<file path="config.mk">
export PLATFORM = sky130hd
export DESIGN_NAME = cpss_mul
export DESIGN_NICKNAME = d
export VERILOG_FILES = /design/src/rtl/cpss_pkg.sv /design/src/rtl/cpss_mul.sv
export SDC_FILE = /design/constraint.sdc
export NUM_CORES = 2
export LEC_CHECK = 0
export ABC_CLOCK_PERIOD_IN_PS = 9200
export BUFFER_PORTS_ARGS = -buffer_cell sky130_fd_sc_hd__buf_2
export CORE_MARGIN = 2
export CORE_UTILIZATION = 39
export CTS_BUF_LIST = sky130_fd_sc_hd__clkbuf_2 sky130_fd_sc_hd__clkbuf_4 sky130_fd_sc_hd__clkbuf_8
export CTS_CLUSTER_DIAMETER = 150
export DETAILED_ROUTE_END_ITERATION = 10
export PLACE_DENSITY = 0.51
export REMOVE_ABC_BUFFERS = 1
export SLEW_MARGIN = 10
export SYNTH_ARGS = -nofsm -noshare
export SYNTH_HDL_FRONTEND = slang
export SYNTH_SLANG_ARGS = --single-unit
</file>
<file path="constraint.sdc">
create_clock -name clk_i -period 9.2 [get_ports clk_i]
set_clock_uncertainty 0.15 [all_clocks]
set_input_delay 0.46 -clock clk_i [delete_from_list [all_inputs] [get_ports clk_i]]
set_output_delay 0.46 -clock clk_i [all_outputs]
set_load 0.02 [all_outputs]
</file>
<file path="src/rtl/cpss_pkg.sv">
// Shared widths, types and constants for the closest-point-on-segment-set block.
// No dependencies; the multiplier, divider and top-level files import this package.
`timescale 1ns / 1ps
package cpss_pkg;

  localparam int MaxSegments = 256;
  localparam int SegAw       = $clog2(MaxSegments);
  localparam int CntW        = $clog2(MaxSegments + 1);
  localparam int SegW        = 128;
  localparam int MulW        = 34;
  localparam int ProdW       = 2 * MulW;
  localparam int NumW        = 98;
  localparam int DenW        = 66;
  localparam int QuoW        = 33;

  localparam logic FuncLoad  = 1'b0;
  localparam logic FuncQuery = 1'b1;

  typedef logic signed [31:0]      coord_t;
  typedef logic signed [32:0]      diff_t;
  typedef logic signed [MulW-1:0]  mul_op_t;
  typedef logic signed [ProdW-1:0] prod_t;

  // Request from the sequencer to the divider.
  typedef struct packed {
    logic            start;
    logic [NumW-1:0] num;
    logic [DenW-1:0] den;
  } div_req_t;

  // Status returned by the divider.
  typedef struct packed {
    logic            done;
    logic [QuoW-1:0] quo;
  } div_rsp_t;

endpackage

</file>
<file path="src/rtl/cpss_mul.sv">
// Shared signed multiplier with a registered product.
// Depends on cpss_pkg.
`timescale 1ns / 1ps
module cpss_mul (
  input  logic             clk_i,
  input  cpss_pkg::mul_op_t a_i,
  input  cpss_pkg::mul_op_t b_i,
  output cpss_pkg::prod_t   p_o
);
  import cpss_pkg::*;

  always_ff @(posedge clk_i) begin
    p_o <= a_i * b_i;
  end

endmodule

</file>
Word level (Yosys, flattened, before mapping)
Index checks and enable logic that the tools add are counted.
{"block": "op_classes", "shifts": 0, "eq_ne": 0, "muxes": 0, "div_mod_pow": 0, "n_addsub": 0, "order_cmp": 0, "n_bitwise": 0, "n_reduce_logical": 0, "multipliers": 1}
{"cell": "$mul 34x34->68", "n": 1}
{"block": "totals", "mem_count": 0, "romBits": 0, "inputBits": 69, "wordCells": 2, "out_inout_bits": 68, "ff_bits": 68, "latchBits": 0, "ram_bits": 0}

Depth between registers and ports, before layout
{"block": "depth", "ltp_word": 1, "depth_mapped": 31, "ltp_nobuf": 29}

Worst setup path after synthesis
No wires, ideal clock.
{"block": "synth_timing", "path_kind": "input -> register", "from": "input a_i[33]", "to": "register p_o[65]", "t_arrival_ps": 7878, "setup_time_ps": 72, "path_slack_ps": 1100, "cell_stages": 24, "t_required_ps": 8978, "n_path_buf": 2, "path_cell_list": "clkbuf_1 nand2_1 inv_1 fa_1 fa_1 fa_1 fa_1 inv_1 fa_1 fa_1 fa_1 fa_1 inv_1 ha_1 clkdlybuf4s50_2 nand3_1 or2_2 nor2_1 a221oi_1 o21ai_0 a31oi_2 nor2_2 o41ai_2 xnor2_1"}
{"block": "synth_between", "elab_chain_cells": 1}
{"element": "from (decl)", "line": "cpss_mul.sv:6", "source": "input cpss_pkg::mul_op_t a_i,"}
{"element": "$mul 34x34->68", "line": "cpss_mul.sv:13", "source": "p_o <= a_i * b_i;"}
{"element": "to (signal assigned)", "line": "cpss_mul.sv:13"}
{"element": "to (decl)", "line": "cpss_mul.sv:8", "source": "output cpss_pkg::prod_t p_o"}
Every way passes these cells.

Final worst setup path
{"block": "layout_timing", "from": "input a_i[7]", "to": "register p_o[66]"}
The elaborated chain is that of the path after synthesis.

==> impl_metrics.yaml <==
cts:
  root_buffer: "clkbuf_8"
  cts.htree.levels: 3
  clock-sinks: 68
  cts_buffers: 9
  cts.clk_slew.worst_paths_ns: 0.09
  clockBufferDepth: 2
  cts_setup_buffers: 0
  cts_tree: "yes"
  cts_resized: 0
  cts-hold-fix-buffers: 0
timing:
  period_share_pct: 92.2
  final_hold_viol_count: 0
  fin_setup_tns_ns: 0
  fmax_ghz: 0.118
  slew_headroom_pct: 21.9
  slew_violations: 0
  max_slew.worst_pin.slew_ns: 1.17
  setup_viol: 0
  rsz0062_at_grt: "no"
  fin_crit_ns: 8.48
synthesis:
  ys_async_sr_fraction_pct: 0
  synth_edf_count: 0
  synth_top_area_cell: "fa_1"
  yosysWarnings: 0
  synthXorXnorAreaFrac_pct: 1.61
  synthMuxAreaShare_pct: 0
  synthTopCellsByCount: "1241 x fa_1, 1231 x inv_1, 621 x and2_1"
  synth-main-ff-cell: "dfxtp_1"
  synthMostInstantiatedCell: "fa_1"
  syn_area_mm2: 0.0430
  synth_top_family_by_area: "adder cells"
  synth_compound_area_share_pct: 3.35
  ys_types: 69
  synth_fa_ha_area_share_pct: 63.7
  synth-simple-area-share_pct: 15.4
  synth_seq_area_share_pct: 3.16
  synth.top_cell.area_share_pct: 57.7
  synth_seq_cells: 68
  postSynthCellCount: 4554
  ys_top_cells_by_area: "fa_1 58%, inv_1 11%, and2_1 9.0%, ha_1 5.9%, nand2_1 4.7%"
  avgSynthCellArea_um2: 9.45
routing:
  highest_layer: "met5"
  firstDrtPassIters: 5
  vias: 29400
  vias_per_cell: 4.85
  drt_iter0_drc: 1469
  wl_met3_mm: 5.53
  wl_per_cell_um: 21.2
  met2_length_mm: 66.2
  antenna_left: 0
  drcViolationCount: 0
  wl_met1_mm: 52.8
  routed_wl_mm: 128
grt:
  antenna_found_initial: 11
  grt_pass1_wl_mm: 204
  grt_pass1_vias: 33400
  grt_max_degree: 35
  track_usage_pct: 24.3
  grt_overflow: 0
floorplan:
  die_w_um: 336
  ios: 137
  start_util_pct: 39.4
  rows: 121
  dieArea_mm2: 0.113
  die_y_um: 336
  core_mm2: 0.109
finish:
  drive_gt1_share_pct: 6.24
  fin_nets: 6089
  top_register: "p_o"
  area_delta_synth_final_pct: 6.14
  largestRegisters: "p_o (68)"
  largest_reg_flops: 68
  nFillCells: 11000
  final_util_pct: 41.8
critical_path:
  setup.worst_path.class: "in -> reg"
  arrival_ns: 8.68
  critical_path.endpoint_type: "flip-flop"
  required_ns: 9.40
  worstPathMaxFanout: 30
  startpoint_type: "primary input"
min_path:
  hp-class: "in -> reg"
placed_design:
  hpwl_mm: 105
  gp_congestion: 0.865
  portBuffers: 136
job:
  cap_viol_max_count: 0
outcome:
  status: "finished, final reports clean"
## layout make-up
class / instances / area, µm² / area share, %
clock inverter: 6 / 65.1 / 0.142
clock buffer: 10 / 131 / 0.288
inverter: 1232 / 4620 / 10.1
multi-input combinational: 3026 / 36100 / 79.1
antenna: 2 / 5.00 / 0.0110
tap: 1476 / 1850 / 4.04
timing repair buffer: 238 / 1500 / 3.28
sequential: 68 / 1360 / 2.98
## cells in the final DEF, fill, tap and decap left out, types with 11 or more instances in the layout
cell type,instances
buf_2,136
o21bai_1,12
nand2b_1,20
ha_1,204
dfxtp_1,68
fa_1,1241
o21ai_0,31
xnor2_1,56
nor2_1,54
and2_1,621
a21oi_1,61
buf_4,98
inv_1,1231
a21o_1,37
xor2_1,23
nand2_1,542
nand3_1,11
nand4_1,11
## stage by stage
stage,setup WS (ns),hold WS [ns],instance area (µm²),std cells
finish,0.717,0.570,45700,6058
global route,0.494,0.588,45700,6057
CTS,0.752,0.540,45700,6056
detailed placement,0.251,0.725,45500,6040
global placement,0.313,0.727,45500,6040
floorplan,1.63,0.432,42100,4326
## metal layers
metal | vias up | global-route usage (%)
met5 | - | 0
met1 | 15800 | 31.6
met4 | 4 | 6.18
li1 | 12800 | -
met3 | 159 | 2.52
met2 | 633 | 43.1
## critical path: stages
cell and delay [ns]:
buf_2 0.78, nand2_1 0.19, fa_1 0.58, inv_1 0.05, fa_1 0.49, inv_1 0.05, fa_1 0.52, inv_1 0.05
fa_1 0.48, fa_1 0.55, fa_1 0.44, fa_1 0.49, inv_1 0.05, fa_1 0.52, inv_1 0.05, ha_1 0.41
nand2_1 0.11, o21bai_1 0.20, a21oi_1 0.12, o21ai_2 0.23, a31oi_1 0.31, o41ai_1 0.62, a31oi_4 0.10, o31ai_4 0.49
a221oi_2 0.12, xnor2_1 0.14
## worst paths after layout
check	cells past startpoint	startpoint	slack, ns	end
setup / recovery	26	a_i[7]	0.72	p_o[66]
hold / removal	3	b_i[0]	0.57	p_o[0]
## cells by family after synthesis
group	after synthesis
buf+inv	1460
simple gates	1296
compound gates	206
fa+ha+maj	1445
xor+xnor	79
flops	68
Power is not shown: default switching activity piles up to over one toggle a cycle in this logic, so the estimate is an artifact.
