===== config.mk =====
export PLATFORM = sky130hd
export DESIGN_NAME = cpss_ram
export DESIGN_NICKNAME = d
export VERILOG_FILES = /design/src/rtl/cpss_ram.sv
export SDC_FILE = /design/constraint.sdc
export NUM_CORES = 1
export LEC_CHECK = 0
export BUFFER_PORTS_ARGS = -buffer_cell sky130_fd_sc_hd__clkbuf_2
export CAP_MARGIN = 15
export CORE_ASPECT_RATIO = 0.7
export CORE_UTILIZATION = 55
export DETAILED_ROUTE_END_ITERATION = 16
export PLACE_DENSITY_LB_ADDON = 0.08
export REMOVE_ABC_BUFFERS = 1
export SLEW_MARGIN = 20
export SYNTH_ARGS = -nofsm -noshare
export SYNTH_HDL_FRONTEND = slang
export SYNTH_SLANG_ARGS = --single-unit

===== constraint.sdc =====
create_clock -name clk_i -period 3.85 [get_ports clk_i]
set_input_delay 1.155 -clock clk_i [delete_from_list [all_inputs] [get_ports clk_i]]
set_output_delay 1.155 -clock clk_i [all_outputs]
set_load 0.01 [all_outputs]

===== src/rtl/cpss_ram.sv =====
// Generic single-write, single-read RAM with a registered read port.
// No dependencies.
`timescale 1ns / 1ps
module cpss_ram #(
  parameter int Width = 8,
  parameter int Depth = 16
) (
  input  logic                     clk_i,
  input  logic                     we_i,
  input  logic [$clog2(Depth)-1:0] waddr_i,
  input  logic [Width-1:0]         wdata_i,
  input  logic [$clog2(Depth)-1:0] raddr_i,
  output logic [Width-1:0]         rdata_o
);

  logic [Width-1:0] mem_q [Depth];

  always_ff @(posedge clk_i) begin
    if (we_i) begin
      mem_q[waddr_i] <= wdata_i;
    end
    rdata_o <= mem_q[raddr_i];
  end

endmodule


* After elaboration in Yosys (flattened, before gate mapping)
Memories as Yosys holds them, arrays and structs flattened. A register that Yosys moved wholly into a read port is not among the register bits.
Cells that the tools add are included.
** Storage, ports and cells
- Bits in writable memories :: 128
- Output and inout port bits :: 8
- Register bits :: 0
- Logic and storage cells :: 3
- Bits of input ports :: 18
- Memories :: 1
** Cells by class
- Mux-type cells :: 2
** Memories
- mem_q :: words 16, bits a word 8, rd ports 1, clocked after Yosys merged registers in 1, write ports 1, RTL line 16 : logic [Width-1:0] mem_q [Depth];
** Operator list (count)
- $mux 1 :: 2

* Logic depth before layout (Yosys ltp)
Gate-level depths: netlist of run 1.
- Word-level depth :: 2
- Depth in mapped cells :: 5
- Mapped depth without buffers :: 3

* Worst setup path before layout of run 1
OpenSTA, ideal clock, no wires.
- Path type :: input-to-reg
- Start point :: in waddr_i[2]
- End point :: mem mem_q[0][0] (enable)
- Data required time :: 3.467 ns
- Path buffers :: 0
- Slack :: 1.202 ns
- Arrival :: 2.265 ns
- Stages :: 2
- Library setup time :: 0.383 ns
- Cell sequence :: or3b_2 > nor3_1
** RTL lines
- start: declaration :: RTL line 10 : input logic [$clog2(Depth)-1:0] waddr_i,
- end: declaration :: RTL line 16
No word-level cell before the write port.

==> results of run 1 <==
[placed cells by master, fill, tap and decap left out]
master / count
sky130_fd_sc_hd__clkbuf_1: 1
sky130_fd_sc_hd__clkinv_4: 2
sky130_fd_sc_hd__mux4_2: 18
sky130_fd_sc_hd__nand2_1: 9
sky130_fd_sc_hd__clkinvlp_4: 1
sky130_fd_sc_hd__edfxtp_1: 128
sky130_fd_sc_hd__mux4_1: 14
sky130_fd_sc_hd__bufinv_16: 7
sky130_fd_sc_hd__buf_12: 1
sky130_fd_sc_hd__clkbuf_2: 25
sky130_fd_sc_hd__nor3_1: 4
sky130_fd_sc_hd__and2b_1: 1
sky130_fd_sc_hd__or3b_2: 1
sky130_fd_sc_hd__clkinv_2: 2
sky130_fd_sc_hd__nand3b_1: 2
sky130_fd_sc_hd__nand2b_1: 2
sky130_fd_sc_hd__dfxtp_1: 8
sky130_fd_sc_hd__nor2_1: 13
sky130_fd_sc_hd__and2_1: 1
sky130_fd_sc_hd__clkinv_1: 2
sky130_fd_sc_hd__buf_4: 7
sky130_fd_sc_hd__nor2b_1: 1
sky130_fd_sc_hd__clkbuf_16: 17
sky130_fd_sc_hd__a22oi_1: 16
sky130_fd_sc_hd__nand3_1: 1
[state kept, by name, indices dropped and copies added, names as in the netlist]
register / cells
mem_q: 128
rdata_o: 8
[worst reg2reg max path, delay by kind of cell (launching register included)]
family | cells | cell delay (ns)
AND/OR/NAND/NOR | 1 | 0.08
flip-flops | 1 | 0.36
AO/OA/AOI/OAI | 1 | 0.36
multiplexers | 1 | 0.51
[metal layers]
metal / GRT usage, % / vias up / wire length (um)
li1: - / 1061 / -
met1: 34.44 / 1222 / 4482
met2: 31.60 / 65 / 4515
met3: 6.456 / 4 / 626
met4: 8.042 / 0 / 38
met5: 0 / - / 0
[kinds of logic after synthesis]
kind of cell / Yosys count
flops: 136
buf+inv: 10
mux: 32
compound gates: 16
simple gates: 35
[worst paths after layout]
kind / to / slack [ns] / cells past startpoint
setup / recovery: rdata_o[5] / 1.33 / 5
setup reg to reg: rdata_o[3] / 2.42 / 3
hold reg to reg: rdata_o[0] / 0.67 / 3
hold / removal: rdata_o[0] / 0.67 / 3
[area by class of cell]
| cell class | count | area, um2 |
|---|---|---|
| clock buffer | 18 | 429.2 |
| fill | 584 | 2975 |
| multi-input combinational | 83 | 1057 |
| clock inverter | 14 | 252.7 |
| timing repair buffer | 33 | 197.7 |
| tap | 124 | 155.1 |
| sequential | 136 | 4004 |
[cells in the mapped netlist]
library cell	count
sky130_fd_sc_hd__edfxtp_1	128
sky130_fd_sc_hd__mux4_2	18
sky130_fd_sc_hd__a22oi_1	16
sky130_fd_sc_hd__mux4_1	14
sky130_fd_sc_hd__nor2_1	13
sky130_fd_sc_hd__nand2_1	9
sky130_fd_sc_hd__dfxtp_1	8
sky130_fd_sc_hd__nor3_1	4
sky130_fd_sc_hd__buf_2	3
sky130_fd_sc_hd__buf_6	3
sky130_fd_sc_hd__clkdlybuf4s25_2	3
sky130_fd_sc_hd__nand2b_1	2
sky130_fd_sc_hd__nand3b_1	2
sky130_fd_sc_hd__and2_1	1
sky130_fd_sc_hd__and2b_1	1
sky130_fd_sc_hd__buf_4	1
sky130_fd_sc_hd__nand3_1	1
sky130_fd_sc_hd__nor2b_1	1
sky130_fd_sc_hd__or3b_2	1
[power by group through the flow]
stage	Sequential, mW	Combinational, mW	Clock (mW)
detailed placement	1.70	0.153	0
finish	1.67	0.151	1.85
global route	1.67	0.165	1.93
global placement	1.70	0.151	0
floorplan	1.70	0.0663	0
CTS	1.67	0.154	1.87
==> flow_summary.html, run 1 <==
<table>
<tr><th>Metric</th><th>Value</th></tr>
<tr><th colspan="2">Status</th></tr>
<tr><td>Outcome</td><td>complete, no violations</td></tr>
<tr><th colspan="2">Place</th></tr>
<tr><td>Buffers added on ports</td><td>25</td></tr>
<tr><td>Routability Congestion</td><td>0.6801</td></tr>
<tr><td>Placed Cells incl. Taps</td><td>376</td></tr>
<tr><td>Worst slack at placement</td><td>0.9058 ns</td></tr>
<tr><td>DP Wirelength</td><td>5846 um</td></tr>
<tr><td>Post-Place Cell Area</td><td>5414 um2</td></tr>
<tr><th colspan="2">CTS</th></tr>
<tr><td>Number of cells upsized or downsized after cts</td><td>0</td></tr>
<tr><td>Reg clk slew, reported paths</td><td>0.06 ns</td></tr>
<tr><td>Post-CTS Setup Inserts</td><td>0</td></tr>
<tr><td>Clock latency of the later-clocked register in the worst-skew pair</td><td>0.41 ns</td></tr>
<tr><td>Inserted Clock Buffers</td><td>17</td></tr>
<tr><td>Maximum buffer depth of the clock tree</td><td>2</td></tr>
<tr><td>Cts-stage hold buffer count</td><td>0</td></tr>
<tr><td>Sink count of the clock tree</td><td>136</td></tr>
<tr><td>CTS tree</td><td>built</td></tr>
<tr><td>H-tree depth reported by CTS</td><td>4</td></tr>
<tr><td>Library cell used as clock root buffer</td><td>sky130_fd_sc_hd__clkbuf_16</td></tr>
<tr><th colspan="2">Logic synthesis</th></tr>
<tr><td>Netlist area before placement</td><td>5147 um2</td></tr>
<tr><td>Fraction of the mapped netlist area in simple logic gates</td><td>3.184%</td></tr>
<tr><td>Synthesized area divided by synthesized cell count</td><td>22.48 um2</td></tr>
<tr><td>Synthesized-area fraction occupied by xor and xnor cells</td><td>0%</td></tr>
<tr><td>Number of different library cells in the post-synthesis netlist</td><td>19</td></tr>
<tr><td>Gate Count Post-Synth</td><td>229</td></tr>
<tr><td>Top area cells in the synthesized netlist</td><td>sky130_fd_sc_hd__edfxtp_1, sky130_fd_sc_hd__mux4_2, sky130_fd_sc_hd__mux4_1</td></tr>
<tr><td>Synthesized-area fraction occupied by adder cells</td><td>0%</td></tr>
<tr><td>Largest family of logic cells by synthesized area</td><td>multiplexers</td></tr>
<tr><td>Register bit total from synthesis</td><td>136</td></tr>
<tr><td>Compound-cell area share of the yosys netlist</td><td>2.333%</td></tr>
<tr><td>Fraction of post-synthesis cell area in the top cell type by area</td><td>74.67%</td></tr>
<tr><td>Cell type with the highest aggregate area in the netlist</td><td>sky130_fd_sc_hd__edfxtp_1</td></tr>
<tr><td>Proportion of synthesized area in mux cells</td><td>15.02%</td></tr>
<tr><td>Yosys Warn Count</td><td>0</td></tr>
<tr><td>Sequential element share of the synthesized area</td><td>77.78%</td></tr>
<tr><th colspan="2">Setup path</th></tr>
<tr><td>Sum of buffers and inverters on the critical path</td><td>2</td></tr>
<tr><td>Cell breakdown of the critical path</td><td>clkbuf_2 -&gt; buf_12 -&gt; mux4_1 -&gt; a22oi_1 -&gt; nand2_1</td></tr>
<tr><td>Cell family contributing the most delay on the critical path</td><td>buffers and inverters</td></tr>
<tr><td>Critical path data required time</td><td>4.14 ns</td></tr>
<tr><td>Critical-path cell with the highest stage delay</td><td>sky130_fd_sc_hd__mux4_1</td></tr>
<tr><td>Data arrival time of the critical path</td><td>2.81 ns</td></tr>
<tr><td>Largest stage delay, worst path</td><td>0.57 ns</td></tr>
<tr><td>Startpoint of the most critical register-to-register path</td><td>mem_q[8][3]</td></tr>
<tr><td>Worst setup path startpoint</td><td>raddr_i[0]</td></tr>
<tr><td>Maximum net fanout on the critical path</td><td>20</td></tr>
<tr><td>Critical path class</td><td>input pin to register</td></tr>
<tr><td>Critical Path Sink Type</td><td>register</td></tr>
<tr><td>Setup crit start kind</td><td>input pin</td></tr>
<tr><th colspan="2">Power</th></tr>
<tr><td>Internal portion of total power</td><td>2.992 mW</td></tr>
<tr><td>Final Total Pwr</td><td>3.664 mW</td></tr>
<tr><td>Power dissipated by switching net loads</td><td>671.6 uW</td></tr>
<tr><td>Switching part of the total</td><td>18.33%</td></tr>
<tr><td>Static leakage power</td><td>2.073 nW</td></tr>
<tr><td>Worst ir drop on vdd</td><td>0.0006166 V</td></tr>
<tr><td>Combinational cell fraction of total power</td><td>4.1%</td></tr>
<tr><td>Fraction of power consumed by the clock network</td><td>50.4%</td></tr>
<tr><td>Sequential Power Share</td><td>45.5%</td></tr>
<tr><td>P per Cell Area</td><td>601.1 nW/um2</td></tr>
<tr><th colspan="2">Global routing</th></tr>
<tr><td>Global-route wire length before repair</td><td>15080 um</td></tr>
<tr><td>Antenna violations before repair</td><td>0</td></tr>
<tr><td>Largest net degree at the start of global routing</td><td>27</td></tr>
<tr><td>Vias in the first global route</td><td>2437</td></tr>
<tr><td>Total gr overflow</td><td>0</td></tr>
<tr><td>Overall track demand over capacity in global routing</td><td>22.62%</td></tr>
<tr><th colspan="2">Cells and area</th></tr>
<tr><td>Final Net Count</td><td>289</td></tr>
<tr><td>Count of non-filler cells in the finished layout</td><td>408</td></tr>
<tr><td>Area Growth Syn to Fin</td><td>18.42%</td></tr>
<tr><td>Post-route design area</td><td>6096 um2</td></tr>
<tr><td>Share of post-route cells with drive strength above 1</td><td>28.52%</td></tr>
<tr><td>Diodes inserted</td><td>0</td></tr>
<tr><td>Final Core Density</td><td>67.20%</td></tr>
<tr><th colspan="2">Floorplan</th></tr>
<tr><td>Top Ports</td><td>26</td></tr>
<tr><td>Area of the placeable core</td><td>9071 um2</td></tr>
<tr><td>Initial Util</td><td>56.74%</td></tr>
<tr><td>Die footprint</td><td>9756 um2</td></tr>
<tr><td>Die width</td><td>117.6 um</td></tr>
<tr><td>Placement row count</td><td>29</td></tr>
<tr><td>Die span in y</td><td>82.94 um</td></tr>
<tr><th colspan="2">Timing</th></tr>
<tr><td>Final clock period utilization by the worst path</td><td>65.46%</td></tr>
<tr><td>Slew of the pin with the lowest slew margin</td><td>0.9525 ns</td></tr>
<tr><td>Count of final setup violators</td><td>0</td></tr>
<tr><td>Count of endpoints failing hold in the final timing report</td><td>0</td></tr>
<tr><td>Unrepaired setup endpoints after global routing</td><td>false</td></tr>
<tr><td>Worst hold slack</td><td>0.6679 ns</td></tr>
<tr><td>Aggregate negative setup slack</td><td>0 ns</td></tr>
<tr><td>Maximum clock frequency</td><td>0.3968 GHz</td></tr>
<tr><td>Max-slew headroom at the worst pin</td><td>36.26%</td></tr>
<tr><td>Final setup skew</td><td>0.01124 ns</td></tr>
<tr><td>Pins over their slew limit</td><td>0</td></tr>
<tr><td>Min setup slack post-route</td><td>1.330 ns</td></tr>
<tr><td>Min Clock Period, post-route</td><td>2.520 ns</td></tr>
<tr><th colspan="2">Routing</th></tr>
<tr><td>Vias</td><td>2352</td></tr>
<tr><td>Post-detailed-route wirelength per cell</td><td>23.68 um</td></tr>
<tr><td>DRT antenna net count</td><td>0</td></tr>
<tr><td>Drt pass-1 iters</td><td>4</td></tr>
<tr><td>Routed WL</td><td>9662 um</td></tr>
<tr><td>Routed via count divided by cell count</td><td>5.765</td></tr>
<tr><td>Final routed DRC violation total</td><td>0</td></tr>
<tr><td>DRC violation total after the first TritonRoute iteration</td><td>228</td></tr>
<tr><th colspan="2">Job</th></tr>
<tr><td>Max-capacitance violation count</td><td>0</td></tr>
<tr><th colspan="2">Min path</th></tr>
<tr><td>Kind of path behind the tightest hold check</td><td>register to register</td></tr>
<tr><td>Hold Startpoint</td><td>mem_q[14][0]</td></tr>
</table>
Note: power is estimated with default switching activity, not from simulation.
==> run 2: changes to the inputs <==
Clock period 3.85 ns to 2.32 ns, I/O delays scaled along.
==> run 2 against run 1 <==
  * Worst setup slack worse by 0.72 ns
  * Cell count rose by 2.7%
  * Clock skew decreased by 0.0039 ns
  * Critical path type unchanged
  * Count of clock-buffer cells in the layout grew 2
  * Sequential cell count is the same
  * Critical endpoint is now rdata_o[3]
  * Non-clock buffer count is 11 higher
  * Largest power group is now registers
  * Power increased by 56%
==> flow_summary.html, run 2 (same netlist as run 1, synthesis figures left out) <==
<table>
<tr><th>Metric</th><th>Value</th></tr>
<tr><th colspan="2">Status</th></tr>
<tr><td>Outcome</td><td>complete, no violations</td></tr>
<tr><th colspan="2">Cells and area</th></tr>
<tr><td>Diodes inserted</td><td>0 (unchanged)</td></tr>
<tr><td>Highest-count cells in the layout ignoring fill and taps</td><td>sky130_fd_sc_hd__edfxtp_1, sky130_fd_sc_hd__clkbuf_2, sky130_fd_sc_hd__mux4_2</td></tr>
<tr><td>Registers with the most flip-flops</td><td>mem_q x128, rdata_o x8</td></tr>
<tr><td>Final Net Count</td><td>300 (+3.8%)</td></tr>
<tr><td>Flip-flop count of the largest register after layout</td><td>128 (unchanged)</td></tr>
<tr><td>Share of post-route cells with drive strength above 1</td><td>31.86% (+3.3 points)</td></tr>
<tr><td>Area Growth Syn to Fin</td><td>18.81%</td></tr>
<tr><td>Post-route design area</td><td>6116 um2 (+0.33%)</td></tr>
<tr><td>Largest Register</td><td>mem_q</td></tr>
<tr><td>Most frequent standard cell in the layout excluding fill and tap cells</td><td>sky130_fd_sc_hd__edfxtp_1</td></tr>
<tr><th colspan="2">Routing</th></tr>
<tr><td>Post-detailed-route wirelength per cell</td><td>20.50 um (-13%)</td></tr>
<tr><td>Final routed DRC violation total</td><td>0 (unchanged)</td></tr>
<tr><td>Metal3 WL</td><td>481 um (-23%)</td></tr>
<tr><td>Routed length on met2</td><td>3878 um (-14%)</td></tr>
<tr><td>Routed WL</td><td>8588 um (-11%)</td></tr>
<tr><td>Max Used Layer</td><td>met4</td></tr>
<tr><td>DRC violation total after the first TritonRoute iteration</td><td>279 (+22%)</td></tr>
<tr><td>Drt pass-1 iters</td><td>4 (unchanged)</td></tr>
<tr><td>DRT antenna net count</td><td>0 (unchanged)</td></tr>
<tr><td>Detailed-routing wirelength on met1</td><td>4206 um (-6.2%)</td></tr>
<tr><td>Routed via count divided by cell count</td><td>5.585 (-3.1%)</td></tr>
<tr><td>Vias</td><td>2340 (-0.51%)</td></tr>
<tr><th colspan="2">Power</th></tr>
<tr><td>Worst ir drop on vdd</td><td>0.0008382 V (+36%)</td></tr>
<tr><td>Switching part of the total</td><td>19.37% (+1.0 points)</td></tr>
<tr><td>Power dissipated by switching net loads</td><td>1.105 mW (+65%)</td></tr>
<tr><td>Sequential Power Share</td><td>48.5% (+3.0 points)</td></tr>
<tr><td>Internal portion of total power</td><td>4.598 mW (+54%)</td></tr>
<tr><td>Fraction of power consumed by the clock network</td><td>47.1% (-3.3 points)</td></tr>
<tr><td>Static leakage power</td><td>2.100 nW (+1.3%)</td></tr>
<tr><td>P per Cell Area</td><td>932.4 nW/um2 (+55%)</td></tr>
<tr><td>Combinational cell fraction of total power</td><td>4.4% (+0.3 points)</td></tr>
<tr><th colspan="2">Timing</th></tr>
<tr><td>Count of final setup violators</td><td>0 (unchanged)</td></tr>
<tr><td>Unrepaired setup endpoints after global routing</td><td>false</td></tr>
<tr><td>Min Clock Period, post-route</td><td>1.709 ns</td></tr>
<tr><td>Final clock period utilization by the worst path</td><td>73.65%</td></tr>
<tr><td>Final setup skew</td><td>0.007373 ns (-0.003869 ns)</td></tr>
<tr><td>Count of endpoints failing hold in the final timing report</td><td>0 (unchanged)</td></tr>
<tr><td>Pins over their slew limit</td><td>0 (unchanged)</td></tr>
<tr><td>Maximum clock frequency</td><td>0.5852 GHz</td></tr>
<tr><td>Aggregate negative setup slack</td><td>0 ns (unchanged)</td></tr>
<tr><td>Max-slew headroom at the worst pin</td><td>60.04% (+24 points)</td></tr>
<tr><td>Slew of the pin with the lowest slew margin</td><td>0.5982 ns (-0.3543 ns)</td></tr>
<tr><th colspan="2">Setup path</th></tr>
<tr><td>Critical path class</td><td>input pin to register</td></tr>
<tr><td>Cell depth of the worst flop-to-flop path</td><td>3 (unchanged)</td></tr>
<tr><td>Startpoint of the most critical register-to-register path</td><td>mem_q[8][1]</td></tr>
<tr><td>Worst reg2reg setup slack</td><td>0.99 ns (-1.43 ns)</td></tr>
<tr><td>Critical-path cell with the highest stage delay</td><td>sky130_fd_sc_hd__mux4_1</td></tr>
<tr><td>Cell family contributing the most delay on the critical path</td><td>multiplexers</td></tr>
<tr><td>Critical Path Sink Type</td><td>register</td></tr>
<tr><td>Setup crit start kind</td><td>input pin</td></tr>
<tr><td>Largest stage delay, worst path</td><td>0.61 ns (+0.04 ns)</td></tr>
<tr><td>Maximum net fanout on the critical path</td><td>24 (+20%)</td></tr>
<tr><td>Cell breakdown of the critical path</td><td>clkbuf_2 -&gt; buf_12 -&gt; mux4_1 -&gt; a22oi_1 -&gt; nand2_1</td></tr>
<tr><td>Worst reg2reg path endpoint</td><td>rdata_o[1]</td></tr>
<tr><td>Sum of buffers and inverters on the critical path</td><td>2 (unchanged)</td></tr>
<tr><td>Data arrival time of the critical path</td><td>2.00 ns (-0.81 ns)</td></tr>
<tr><td>Critical path data required time</td><td>2.61 ns (-1.53 ns)</td></tr>
<tr><th colspan="2">Floorplan</th></tr>
<tr><td>Initial Util</td><td>56.74% (unchanged)</td></tr>
<tr><td>Area of the placeable core</td><td>9071 um2 (unchanged)</td></tr>
<tr><td>Top Ports</td><td>26 (unchanged)</td></tr>
<tr><td>Die span in y</td><td>82.94 um (unchanged)</td></tr>
<tr><td>Die width</td><td>117.6 um (unchanged)</td></tr>
<tr><td>Die footprint</td><td>9756 um2 (unchanged)</td></tr>
<tr><td>Placement row count</td><td>29 (unchanged)</td></tr>
<tr><th colspan="2">Global routing</th></tr>
<tr><td>Largest net degree at the start of global routing</td><td>25 (-7.4%)</td></tr>
<tr><td>Overall track demand over capacity in global routing</td><td>20.26% (-2.4 points)</td></tr>
<tr><td>Global-route wire length before repair</td><td>13760 um (-8.8%)</td></tr>
<tr><td>Antenna violations before repair</td><td>0 (unchanged)</td></tr>
<tr><td>Vias in the first global route</td><td>2354 (-3.4%)</td></tr>
<tr><td>Total gr overflow</td><td>0 (unchanged)</td></tr>
<tr><th colspan="2">Place</th></tr>
<tr><td>Post-Place Cell Area</td><td>5509 um2 (+1.8%)</td></tr>
<tr><td>Routability Congestion</td><td>0.7002 (+3.0%)</td></tr>
<tr><td>Buffers added on ports</td><td>25 (unchanged)</td></tr>
<tr><td>DP Wirelength</td><td>5687 um (-2.7%)</td></tr>
<tr><th colspan="2">CTS</th></tr>
<tr><td>Number of cells upsized or downsized after cts</td><td>0 (unchanged)</td></tr>
<tr><td>Post-CTS Setup Inserts</td><td>0 (unchanged)</td></tr>
<tr><td>Library cell used as clock root buffer</td><td>sky130_fd_sc_hd__clkbuf_16</td></tr>
<tr><td>H-tree depth reported by CTS</td><td>4 (unchanged)</td></tr>
<tr><td>Maximum buffer depth of the clock tree</td><td>2 (unchanged)</td></tr>
<tr><td>Sink count of the clock tree</td><td>136 (unchanged)</td></tr>
<tr><td>Reg clk slew, reported paths</td><td>0.06 ns (about the same)</td></tr>
<tr><td>CTS tree</td><td>built</td></tr>
<tr><td>Inserted Clock Buffers</td><td>17 (unchanged)</td></tr>
<tr><td>Cts-stage hold buffer count</td><td>0 (unchanged)</td></tr>
<tr><td>Clock latency of the later-clocked register in the worst-skew pair</td><td>0.41 ns (about the same)</td></tr>
<tr><th colspan="2">Min path</th></tr>
<tr><td>Hold Startpoint</td><td>mem_q[8][3]</td></tr>
<tr><td>Number of instances on the worst hold path</td><td>3 (unchanged)</td></tr>
<tr><td>Kind of path behind the tightest hold check</td><td>register to register</td></tr>
<tr><td>Endpoint, Worst Hold</td><td>rdata_o[3]</td></tr>
<tr><th colspan="2">Job</th></tr>
<tr><td>Max-capacitance violation count</td><td>0 (unchanged)</td></tr>
</table>
## run 2: power groups by stage
stage	Sequential [mW]	Combinational (mW)	Clock, mW
floorplan	2.82	0.110	0
global placement	2.81	0.251	0
detailed placement	2.81	0.254	0
CTS	2.76	0.256	2.73
global route	2.77	0.277	2.84
finish	2.76	0.251	2.69
## run 2: tightest hold or removal path, stage by stage (launching register included)
cell and delay (ns):
sky130_fd_sc_hd__edfxtp_1 0.31, sky130_fd_sc_hd__mux4_1 0.21, sky130_fd_sc_hd__a22oi_1 0.08, sky130_fd_sc_hd__nand2_1 0.05
## run 2: layout make-up
class / count / area [um2]
flip-flops and latches: 136 / 4004
fillers: 618 / 2955
multi-input cells: 83 / 1057
clock buffers: 20 / 456.7
repair buffers: 44 / 292.8
well taps: 124 / 155.1
clock inverters: 12 / 150.1
## run 2: how the worst max path moves through the flow
stage,end,from,cells after the start
6_report,rdata_o[3],raddr_i[0],5
2_1_floorplan,mem_q[0][0],waddr_i[2],2
3_5_place_dp,rdata_o[0],raddr_i[0],5
4_1_cts,rdata_o[3],raddr_i[0],5
5_1_grt,rdata_o[3],raddr_i[0],5
3_3_place_gp,rdata_o[3],raddr_i[0],5
## run 2: through the flow
stage          setup WS (ns)  util (%)  cells  total power, mW  hold slack, ns
2_1_floorplan         0.1311         -    219            2.928          0.6293
3_3_place_gp          0.2255     60.73    387            3.064          0.6572
3_5_place_dp          0.2192     60.73    387            3.069          0.6662
4_1_cts               0.6461     67.42    419            5.749          0.6845
5_1_grt               0.5123     67.42    419            5.884          0.7198
6_report              0.6113     67.42    419            5.703          0.6835
## run 2: per-layer routing
layer / vias to the layer above / track usage [%]
met4: 0 / 5.594
met1: 1195 / 29.77
met3: 4 / 7.624
li1: 1079 / -
met2: 62 / 28.77
met5: - / 0
==> run 3: changes to the inputs <==
Settings changed: CORE_UTILIZATION 55 to 54.
Clock period 2.32 ns to 1.51 ns, I/O delays scaled along.
==> run 3 against run 2 <==
  * First-iteration DRC count is 21% lower
  * Clock skew hardly changed
  * Register-to-register slack worse by 0.87 ns
  * Wire length is 5.1% higher
  * Worst setup slack worse by 0.53 ns
  * Utilization is 1.1 points lower
  * Count of clock-buffer cells in the layout is 6 higher
  * Combinational power is 60% higher
  * Clock power is 35% higher
  * Power is 45% higher
  * Sequential share of layout area is 0.58 points higher
  * Critical path type unchanged
  * Largest cell class unchanged
==> flow_summary.html, run 3 (same netlist as run 1, synthesis figures left out) <==
<table>
<tr><th>Metric</th><th>Value</th></tr>
<tr><th colspan="2">Status</th></tr>
<tr><td>Outcome</td><td>complete, no violations</td></tr>
<tr><th colspan="2">Setup path</th></tr>
<tr><td>Setup crit start kind</td><td>input pin</td></tr>
<tr><td>Sum of buffers and inverters on the critical path</td><td>2 (unchanged)</td></tr>
<tr><td>Critical-path cell with the highest stage delay</td><td>sky130_fd_sc_hd__mux4_1</td></tr>
<tr><td>Critical path data required time</td><td>1.81 ns (-0.80 ns)</td></tr>
<tr><td>Worst setup path endpoint</td><td>rdata_o[3]</td></tr>
<tr><td>Cell family contributing the most delay on the critical path</td><td>multiplexers</td></tr>
<tr><td>Critical Path Sink Type</td><td>register</td></tr>
<tr><td>Largest stage delay, worst path</td><td>0.61 ns (about the same)</td></tr>
<tr><td>Worst reg2reg path endpoint</td><td>rdata_o[1]</td></tr>
<tr><td>Data arrival time of the critical path</td><td>1.73 ns (-0.27 ns)</td></tr>
<tr><td>Cell depth of the worst flop-to-flop path</td><td>3 (unchanged)</td></tr>
<tr><td>Worst reg2reg setup slack</td><td>0.12 ns (-0.87 ns)</td></tr>
<tr><td>Worst setup path startpoint</td><td>raddr_i[0]</td></tr>
<tr><td>Cell breakdown of the critical path</td><td>clkbuf_2 -&gt; buf_12 -&gt; mux4_1 -&gt; a22oi_2 -&gt; nand2_1</td></tr>
<tr><td>Count of cell instances traversed by the critical path</td><td>5 (unchanged)</td></tr>
<tr><td>Critical path class</td><td>input pin to register</td></tr>
<tr><td>Startpoint of the most critical register-to-register path</td><td>mem_q[9][1]</td></tr>
<tr><td>Maximum net fanout on the critical path</td><td>18 (-25%)</td></tr>
<tr><th colspan="2">Routing</th></tr>
<tr><td>Final routed DRC violation total</td><td>0 (unchanged)</td></tr>
<tr><td>Routed via count divided by cell count</td><td>5.724 (+2.5%)</td></tr>
<tr><td>Vias</td><td>2410 (+3.0%)</td></tr>
<tr><td>Routed WL</td><td>9026 um (+5.1%)</td></tr>
<tr><td>Drt pass-1 iters</td><td>4 (unchanged)</td></tr>
<tr><td>Post-detailed-route wirelength per cell</td><td>21.44 um (+4.6%)</td></tr>
<tr><td>DRT antenna net count</td><td>0 (unchanged)</td></tr>
<tr><td>DRC violation total after the first TritonRoute iteration</td><td>220 (-21%)</td></tr>
<tr><th colspan="2">Cells and area</th></tr>
<tr><td>Filler cell count</td><td>624 (+0.97%)</td></tr>
<tr><td>Count of non-filler cells in the finished layout</td><td>421 (+0.48%)</td></tr>
<tr><td>Highest-count cells in the layout ignoring fill and taps</td><td>sky130_fd_sc_hd__edfxtp_1, sky130_fd_sc_hd__clkbuf_2, sky130_fd_sc_hd__mux4_2, sky130_fd_sc_hd__buf_4, sky130_fd_sc_hd__clkbuf_16</td></tr>
<tr><td>Registers with the most flip-flops</td><td>mem_q x128, rdata_o x8</td></tr>
<tr><td>Flip-flop count of the largest register after layout</td><td>128 (unchanged)</td></tr>
<tr><td>Diodes inserted</td><td>0 (unchanged)</td></tr>
<tr><td>Largest Register</td><td>mem_q</td></tr>
<tr><td>Final Net Count</td><td>302 (+0.67%)</td></tr>
<tr><td>Most frequent standard cell in the layout excluding fill and tap cells</td><td>sky130_fd_sc_hd__edfxtp_1</td></tr>
<tr><td>Area Growth Syn to Fin</td><td>17.77%</td></tr>
<tr><td>Share of post-route cells with drive strength above 1</td><td>29.29% (-2.6 points)</td></tr>
<tr><th colspan="2">Min path</th></tr>
<tr><td>Kind of path behind the tightest hold check</td><td>input pin to register</td></tr>
<tr><th colspan="2">Floorplan</th></tr>
<tr><td>Die span in y</td><td>83.69 um (+0.90%)</td></tr>
<tr><td>Placement row count</td><td>29 (unchanged)</td></tr>
<tr><td>Die width</td><td>118.7 um (+0.91%)</td></tr>
<tr><td>Initial Util</td><td>56.29% (-0.45 points)</td></tr>
<tr><td>Area of the placeable core</td><td>9144 um2 (+0.80%)</td></tr>
<tr><td>Top Ports</td><td>26 (unchanged)</td></tr>
<tr><td>Die footprint</td><td>9933 um2 (+1.8%)</td></tr>
<tr><th colspan="2">Timing</th></tr>
<tr><td>Slew of the pin with the lowest slew margin</td><td>0.5955 ns (-0.002718 ns)</td></tr>
<tr><td>Pins over their slew limit</td><td>0 (unchanged)</td></tr>
<tr><td>Unrepaired setup endpoints after global routing</td><td>false</td></tr>
<tr><td>Max-slew headroom at the worst pin</td><td>60.15% (+0.12 points)</td></tr>
<tr><td>Final setup skew</td><td>0.007249 ns (-0.0001234 ns)</td></tr>
<tr><td>Count of final setup violators</td><td>0 (unchanged)</td></tr>
<tr><td>Count of endpoints failing hold in the final timing report</td><td>0 (unchanged)</td></tr>
<tr><td>Maximum clock frequency</td><td>0.6998 GHz</td></tr>
<tr><td>Worst hold slack</td><td>0.4706 ns (-0.2129 ns)</td></tr>
<tr><td>Final clock period utilization by the worst path</td><td>94.64%</td></tr>
<tr><td>Min Clock Period, post-route</td><td>1.429 ns</td></tr>
<tr><th colspan="2">CTS</th></tr>
<tr><td>Inserted Clock Buffers</td><td>17 (unchanged)</td></tr>
<tr><td>Clock latency of the later-clocked register in the worst-skew pair</td><td>0.41 ns (about the same)</td></tr>
<tr><td>H-tree depth reported by CTS</td><td>4 (unchanged)</td></tr>
<tr><td>Library cell used as clock root buffer</td><td>sky130_fd_sc_hd__clkbuf_16</td></tr>
<tr><td>Maximum buffer depth of the clock tree</td><td>2 (unchanged)</td></tr>
<tr><td>Sink count of the clock tree</td><td>136 (unchanged)</td></tr>
<tr><td>Cts-stage hold buffer count</td><td>0 (unchanged)</td></tr>
<tr><td>CTS tree</td><td>built</td></tr>
<tr><td>Reg clk slew, reported paths</td><td>0.05 ns (about the same)</td></tr>
<tr><th colspan="2">Power</th></tr>
<tr><td>P per Cell Area</td><td>1364 nW/um2 (+46%)</td></tr>
<tr><td>Worst ir drop on vdd</td><td>0.0009970 V (+19%)</td></tr>
<tr><td>Static leakage power</td><td>2.075 nW (-1.2%)</td></tr>
<tr><th colspan="2">Global routing</th></tr>
<tr><td>Antenna violations before repair</td><td>0 (unchanged)</td></tr>
<tr><td>Total gr overflow</td><td>0 (unchanged)</td></tr>
<tr><td>Vias in the first global route</td><td>2443 (+3.8%)</td></tr>
<tr><td>Overall track demand over capacity in global routing</td><td>20.41% (+0.15 points)</td></tr>
<tr><td>Largest net degree at the start of global routing</td><td>21 (-16%)</td></tr>
<tr><td>Global-route wire length before repair</td><td>14010 um (+1.9%)</td></tr>
<tr><th colspan="2">Place</th></tr>
<tr><td>Buffers added on ports</td><td>25 (unchanged)</td></tr>
<tr><td>Placed Cells incl. Taps</td><td>389 (+0.52%)</td></tr>
<tr><td>Routability Congestion</td><td>0.7211 (+3.0%)</td></tr>
<tr><td>DP Wirelength</td><td>5931 um (+4.3%)</td></tr>
<tr><th colspan="2">Job</th></tr>
<tr><td>Max-capacitance violation count</td><td>0 (unchanged)</td></tr>
</table>
run 3: stage by stage:
stage          area [um2]  worst slack (ns)  TNS [ns]  utilization [%]  power, mW
2_1_floorplan        5061           -0.4359    -10.80                -      4.498
6_report             6062           0.08101         0            66.30      8.270
5_1_grt              6062           0.02284         0            66.30      8.520
3_3_place_gp         5537           -0.3562    -7.596            60.55      4.720
3_5_place_dp         5537           -0.3636    -8.909            60.55      4.728
4_1_cts              6057           0.06030         0            66.24      8.321
run 3: cell type report:
class	instances	area [um2]	share of cell area, %
timing repair buffer	46	320.3	5.284
clock buffer	26	469.2	7.740
clock inverter	6	51.30	0.8462
sequential	136	4004	66.05
tap	124	155.1	2.559
multi-input combinational	83	1062	17.52
run 3: timing repair:
item / in CTS / in global routing
buffers inserted: 0 / 0
gates resized for setup: 0 / 1
hold endpoints to repair: 0 / 0
setup endpoints to repair: 0 / 1
run 3: worst min-delay path by stage:
| stage | slack, ns | cells past startpoint | to | startpoint |
|---|---|---|---|---|
| floorplan | 0.55 | 0 | mem_q[0][0] | wdata_i[0] |
| global placement | 0.66 | 3 | rdata_o[4] | mem_q[12][4] |
| detailed placement | 0.67 | 3 | rdata_o[4] | mem_q[14][4] |
| CTS | 0.46 | 1 | mem_q[6][4] | wdata_i[4] |
| global route | 0.48 | 1 | mem_q[6][4] | wdata_i[4] |
| finish | 0.47 | 1 | mem_q[6][4] | wdata_i[4] |
run 3: power breakdown:
group / switching [mW] / internal [mW]
Clock: 1.34 / 2.28
Sequential: 0.0242 / 4.23
Combinational: 0.225 / 0.177
Total: 1.59 / 6.68
run 3: layer usage:
metal | up-vias | wire length (um) | global-route usage (%)
met5 | - | 0 | 0
met4 | 0 | 123 | 7.940
li1 | 1083 | - | -
met1 | 1249 | 4318 | 30.27
met3 | 16 | 465 | 7.172
met2 | 62 | 4118 | 27.96
